===== src/rtl/core/lsv_pkg.sv =====
`default_nettype none
package lsv_pkg;

    localparam int MAX_DIM   = 32;
    localparam int DIM_W     = 6;
    localparam int CRD_W     = 5;
    localparam int ADDR_W    = 15;
    localparam int VOL_W     = 16;
    localparam int DEPTH     = MAX_DIM * MAX_DIM * MAX_DIM;
    localparam int LABEL_W   = 8;
    localparam int FRAC_BITS = 16;
    localparam int POT_W     = 9 + FRAC_BITS;
    localparam int SUM_W     = POT_W + 3;
    localparam int LAMBDA_W  = 16;
    localparam int FACTOR_W  = 17;
    localparam int CFG_IDX_W = 3;
    localparam int CFG_W     = 16;

    // round(2^FRAC_BITS / 6)
    localparam int SIXTH     = ((1 << FRAC_BITS) + 3) / 6;

    localparam logic [LABEL_W-1:0] LABEL_INSIDE = 8'd2;
    localparam logic [LABEL_W-1:0] LABEL_MINUS  = 8'd3;

    typedef logic signed [POT_W-1:0] t_pot;
    typedef logic signed [SUM_W-1:0] t_sum;

    typedef enum logic [1:0] {
        CMD_LOAD  = 2'd0,
        CMD_SOLVE = 2'd1,
        CMD_READ  = 2'd2,
        CMD_NONE  = 2'd3
    } t_cmd;

    typedef enum logic [1:0] {
        ST_STORED = 2'd0,
        ST_SOLVED = 2'd1,
        ST_POT    = 2'd2,
        ST_RANGE  = 2'd3
    } t_status;

    localparam logic [CFG_IDX_W-1:0] CFG_DIM_INNER  = 3'd0;
    localparam logic [CFG_IDX_W-1:0] CFG_DIM_MIDDLE = 3'd1;
    localparam logic [CFG_IDX_W-1:0] CFG_DIM_OUTER  = 3'd2;
    localparam logic [CFG_IDX_W-1:0] CFG_SWEEPS     = 3'd3;
    localparam logic [CFG_IDX_W-1:0] CFG_LAMBDA     = 3'd4;

endpackage
`default_nettype wire


===== src/rtl/core/lsv_update.sv =====
`default_nettype none
// Four-stage relaxation datapath: average, difference, scale, saturate.
module lsv_update (
    input  wire logic                          i_clk,
    input  wire logic                          i_rst_n,
    input  wire logic                          i_start,
    input  wire lsv_pkg::t_sum                 i_sum,
    input  wire lsv_pkg::t_pot                 i_old,
    input  wire logic [lsv_pkg::FACTOR_W-1:0]  i_factor,
    output logic                               o_done,
    output lsv_pkg::t_pot                      o_new
);
    localparam int P1_W  = lsv_pkg::SUM_W + 15;
    localparam int AVG_W = P1_W - lsv_pkg::FRAC_BITS;
    localparam int P2_W  = lsv_pkg::SUM_W + lsv_pkg::FACTOR_W + 1;
    localparam int D_W   = P2_W - 15;
    localparam int N_W   = D_W + 1;

    localparam logic signed [N_W-1:0] POT_MAX = N_W'((1 << (lsv_pkg::POT_W - 1)) - 1);
    localparam logic signed [N_W-1:0] POT_MIN = -POT_MAX - N_W'(1);

    logic [2:0]               r_v;
    logic signed [P1_W-1:0]   r_prod1;
    lsv_pkg::t_pot            r_old1, r_old2, r_old3;
    lsv_pkg::t_sum            r_diff;
    logic signed [P2_W-1:0]   r_prod2;
    logic signed [AVG_W-1:0]  avg;
    logic signed [N_W-1:0]    n_sum;

    always_comb begin
        avg   = AVG_W'(r_prod1 >>> lsv_pkg::FRAC_BITS);
        n_sum = N_W'(r_old3) + N_W'(r_prod2 >>> 15);
    end

    always_ff @(posedge i_clk) begin
        if (!i_rst_n) begin
            r_v    <= '0;
            o_done <= 1'b0;
        end else begin
            r_v    <= {r_v[1:0], i_start};
            o_done <= r_v[2];
        end
        r_prod1 <= P1_W'(i_sum) * P1_W'($signed({1'b0, 14'(lsv_pkg::SIXTH)}));
        r_old1  <= i_old;
        r_diff  <= lsv_pkg::SUM_W'(avg) - lsv_pkg::SUM_W'(r_old1);
        r_old2  <= r_old1;
        r_prod2 <= P2_W'(r_diff) * P2_W'($signed({1'b0, i_factor}));
        r_old3  <= r_old2;
        if (n_sum > POT_MAX) begin
            o_new <= lsv_pkg::POT_W'(POT_MAX);
        end else if (n_sum < POT_MIN) begin
            o_new <= lsv_pkg::POT_W'(POT_MIN);
        end else begin
            o_new <= lsv_pkg::POT_W'(n_sum);
        end
    end
endmodule
`default_nettype wire


===== config.mk =====
export PLATFORM = sky130hd
export DESIGN_NAME = lsv_update
export DESIGN_NICKNAME = d
export VERILOG_FILES = /design/src/rtl/core/lsv_pkg.sv /design/src/rtl/core/lsv_update.sv
export SDC_FILE = /design/constraint.sdc
export NUM_CORES = 2
export LEC_CHECK = 0
export BUFFER_PORTS_ARGS = -buffer_cell sky130_fd_sc_hd__buf_2
export CORE_UTILIZATION = 49
export DETAILED_ROUTE_END_ITERATION = 7
export PLACE_DENSITY = 0.65
export REMOVE_ABC_BUFFERS = 1
export SLEW_MARGIN = 20
export SYNTH_ARGS = -nofsm -noshare
export SYNTH_HDL_FRONTEND = slang
export SYNTH_SLANG_ARGS = --single-unit

===== constraint.sdc =====
create_clock -name i_clk -period 8.8 [get_ports i_clk]
set_clock_uncertainty 0.1 [all_clocks]
set_input_delay 0.88 -clock i_clk [delete_from_list [all_inputs] [get_ports i_clk]]
set_output_delay 0.88 -clock i_clk [all_outputs]
set_load 0.01 [all_outputs]

After elaboration in Yosys (flattened, before gate mapping)
Index checks and enable logic that the tools add are counted.
{ "word_totals": {"reg_bits": 221, "latch_bits": 0, "mem_bits_rw": 0, "rom_bits": 0, "inputBits": 73, "out_inout_bits": 26, "elab_cells": 16, "mem_count": 0} }
{ "classes": {"n_addsub": 2, "mul": 2, "div_mod_pow": 0, "n_lt_le_gt_ge": 2, "eq_ne": 0, "shift": 0, "n_mux": 1, "bitwise_logic": 0, "n_reduce_logical": 0} }
{ "ops": {"columns": ["op", "count"], "rows": [
  ["multiplier 28 x 18 -> 46 bit", 1],
  ["multiplier 28 x 15 -> 43 bit (second input constant)", 1],
  ["adder 25 x 31 -> 32 bit", 1],
  ["> comparator 32 x 25 -> 1 bit (second input constant)", 1],
  ["less-than comparator 32 x 25 -> 1 bit (second input constant)", 1],
  ["subtractor 27 x 25 -> 28 bit", 1],
  ["2-to-1 mux 25 bit", 1]
]} }

Depth between registers and ports, before layout
{ "logic_depth": {"ltp_word": 3, "ltp_mapped": 26, "ltp_nobuf": 24} }

Worst setup path after synthesis
No wires, ideal clock.
{ "synth_timing": {"kind": "input to register", "startpoint": "input port i_factor[9] in the netlist's numbering", "endpoint": "register r_prod2[45]", "setup_time_ps": 121, "arrival_time_ps": 6707, "required_time_ps": 8579, "slack_ps": 1872, "cell_stages": 23, "path_buffers": 3, "cell_sequence": "clkbuf_1 -> clkbuf_1 -> nand2_1 -> fa_1 -> inv_1 -> fa_1 -> fa_1 -> fa_1 -> fa_1 -> inv_1 -> fa_1 -> inv_1 -> ha_1 -> clkbuf_1 -> nand3_1 -> nor3_1 -> nor4bb_1 -> a41oi_1 -> a31oi_1 -> a21oi_1 -> o211ai_1 -> a21oi_1 -> xnor2_1"} }
{ "synth_via": {"elab_chain_len": 1} }
{ "synth_rtl": {"columns": ["element", "line_no", "source"], "rows": [
  ["start: declaration", "lsv_update.sv:9", "input wire logic [lsv_pkg::FACTOR_W-1:0] i_factor,"],
  ["multiplier 28 x 18 -> 46 bit", "lsv_update.sv:47", "r_prod2 <= P2_W'(r_diff) * P2_W'($signed({1'b0, i_factor}));"],
  ["end signal: assignment", "lsv_update.sv:47", null],
  ["end: declaration", "lsv_update.sv:26", "logic signed [P2_W-1:0] r_prod2;"]
]} }
No other way between the ends.
A chain may end at the register's enable or synchronous reset.

Worst setup path after layout
Ends and elaborated chain as after synthesis.

==> flow_summary.yaml <==
clock_tree:
  clock_sinks: 190
  clkSlewWorstSetupHoldPaths_ps: 80
  cts_hold_buf: 0
  h-tree-depth: 4
  cts_buffers: 17
  ctsResizeCount: 0
  cts_root_buffer: "clkbuf_16"
  insertion_delay_ps: 440
  cts_tree: "yes"
  clk_path_buf_depth: 2
  post_cts_buffers: 0
critical_path:
  crit_top_cell: "fa_1"
  crit_type: "input port to flip-flop"
  worst_path_max_delay_cell: "fa_1"
  crit_chain: "buf_2 -> nand2_1 -> fa_1 -> inv_1 -> fa_1 -> fa_1 -> fa_1 -> fa_1 -> inv_1 -> fa_1 -> inv_1 -> ha_1 -> nand3_1 -> nor3_1 -> nor4bb_1 -> a41oi_1 -> a31oi_1 -> a21oi_1 -> o211ai_1 -> a21oi_1 -> xnor2_1"
  max_stage_delay_ps: 580
  cp-start-kind: "input port"
  end_kind: "flip-flop"
  reg2reg_depth: 20
  arrival_ps: 7630
  cp.required_ps: 9030
  crit_fanout: 28
timing:
  hold_violations: 0
  setup_viol: 0
  period_share: 0.8410
  drv_slew: 0
  worst_pin_slew_ps: 948.5
  rsz0062_at_grt: "no"
  tns_ps: 0
  clock.fmax_ghz: 0.1351
  slew_headroom: 0.3668
  min_period_ps: 7401
floorplanning:
  initial_core_util: 0.4945
  rows: 92
  die_x_um: 254.1
  chipHeight_um: 254.1
  core_sq_mm: 0.06297
  boundaryPins: 99
  die_area_sq_mm: 0.06456
detailed_routing:
  drtAntennaViolNets: 0
  viasPerCell: 5.063
  drtPass1Iterations: 5
  first_iter_violations: 1076
  wl_per_cell_um: 16.67
  drc_errors: 0
  routed_wl_um: 70100
  num_vias: 21290
logic_synthesis:
  synth_cells: 3299
  synth.area.top_cells: "fa_1, ha_1, dfxtp_1"
  synth_cell_types: 78
  synth.avg_cell_area_sq_um: 9.438
  synth_top_flop_cell: "dfxtp_1"
  yosysMostFrequentCell: "inv_1"
  async_flop_share: 0
  yosysTopAreaCell: "fa_1"
  ys_ff_latch: 190
  ys_seq_area_frac: 0.1222
  syn_area_sq_mm: 0.03114
  synth_edf_count: 0
  synth_top_cell_area_share: 0.4018
  synth_commonest_cells: "inv_1, fa_1, ha_1"
  yosys_warnings: 0
cells_and_area:
  layout.cells.non_filler: 4205
  multi_input_area_sq_mm: 0.02365
  fillerInstances: 5892
  syn_to_final_growth_pct: 6.084
  layout-drive-gt1-share: 0.05273
  nets: 4384
  fin_area_sq_mm: 0.03303
  regArea_sq_mm: 0.003804
global_route:
  grt.overflow.total: 0
  first_global_vias: 22760
  grt_start_max_net_pins: 29
  grt_use_total: 0.2339
  grt_first_pass_wirelength_um: 117200
  antenna_found_initial: 2
worst_hold_path:
  hold_path.class: "flip-flop to flip-flop"
  hold_path_depth: 0
placement:
  place.detailed.hpwl_um: 58530
  dpl.cell_count: 4171
  dpl_cell_area_sq_mm: 0.03243
  portBuffers: 98
  globalplace.congestion: 0.8865
status:
  status: "finished, final reports clean"
flow_run:
  drv_cap: 0
-- critical path: cells and delay by family --
kind | cells | cell delay [ps]
fa+ha+maj | 7 | 3440
simple gates | 4 | 990
buf+inv | 4 | 640
compound gates | 5 | 1530
xor+xnor | 1 | 130
-- cells by family (layout without fill, tap and decap cells) --
| group | count (synthesis) | after routing | share of synthesized area |
|---|---|---|---|
| buffers and inverters | 973 | 1031 | 0.1185 |
| adders and majority gates | 967 | 967 | 0.5393 |
| and+or+nand+nor | 725 | 725 | 0.1181 |
| AOI/OAI and AO/OA | 344 | 344 | 0.07390 |
| DFF | 190 | 190 | 0.1222 |
| xor gates and xnor gates | 99 | 99 | 0.02785 |
| muxes | 1 | 1 | 0.0003215 |
| other | 0 | 2 | 0 |
-- final timing paths --
path                 startpoint                   to  slack (ps)
min reg2reg  r_old2[10]$_DFF_P_   r_old3[10]$_DFF_P_         230
max reg2reg  r_diff[13]$_DFF_P_  r_prod2[45]$_DFF_P_        1440
min          r_old2[10]$_DFF_P_   r_old3[10]$_DFF_P_         230
max                 i_factor[9]  r_prod2[45]$_DFF_P_        1400
-- sequential cells by signal, summed over array words and instances, names as in the netlist, 3 cells and up --
name,count
r_v,3
o_new,25
r_old3,25
r_prod2,31
r_prod1,27
r_old2,25
r_old1,25
r_diff,28
-- cells in the final DEF, fill, tap and decap left out, types with 4 or more instances in the layout --
cell,n
a2111oi_0,4
a211o_1,8
a211oi_1,8
a21boi_0,5
a21o_1,35
a21oi_1,101
a31oi_1,9
and2_1,274
and3_1,14
buf_2,98
buf_4,14
clkbuf_16,17
dfxtp_1,190
fa_1,625
ha_1,342
inv_1,887
inv_6,5
inv_8,4
nand2_1,259
nand2b_1,11
nand3_1,24
nand4_1,13
nor2_1,75
nor2b_1,11
nor3_1,21
o211ai_1,18
o21a_1,18
o21ai_0,55
o21ai_1,4
o21ai_2,20
o21bai_1,11
o22ai_1,4
or2_2,4
xnor2_1,63
xor2_1,36
-- per-layer routing --
metal | up-vias | wire [um] | global-route usage
met3 | 96 | 2650 | 0.02766
met4 | 0 | 1538 | 0.05284
met5 | - | 0 | 0
met1 | 10770 | 31120 | 0.3138
li1 | 10020 | - | -
met2 | 405 | 34790 | 0.4037
-- area by class of cell --
cell class / count / share of cell area
diodes: 2 / 0.0001515
clock buffers: 18 / 0.01299
clock inverters: 14 / 0.005000
inverters: 887 / 0.1008
multi-input cells: 2136 / 0.7158
flip-flops and latches: 190 / 0.1152
well taps: 846 / 0.03205
repair buffers: 112 / 0.01803
-- per-stage QoR --
stage	utilization	setup slack (ps)	hold slack (ps)
floorplan	-	2386	209.6
global placement	0.5151	1184	210.8
detailed placement	0.5151	1109	212.1
CTS	0.5245	1547	227.5
global route	0.5246	970.3	233.7
finish	0.5246	1399	228.0
Power is not shown: default switching activity piles up to over one toggle a cycle in this logic, so the estimate is an artifact.
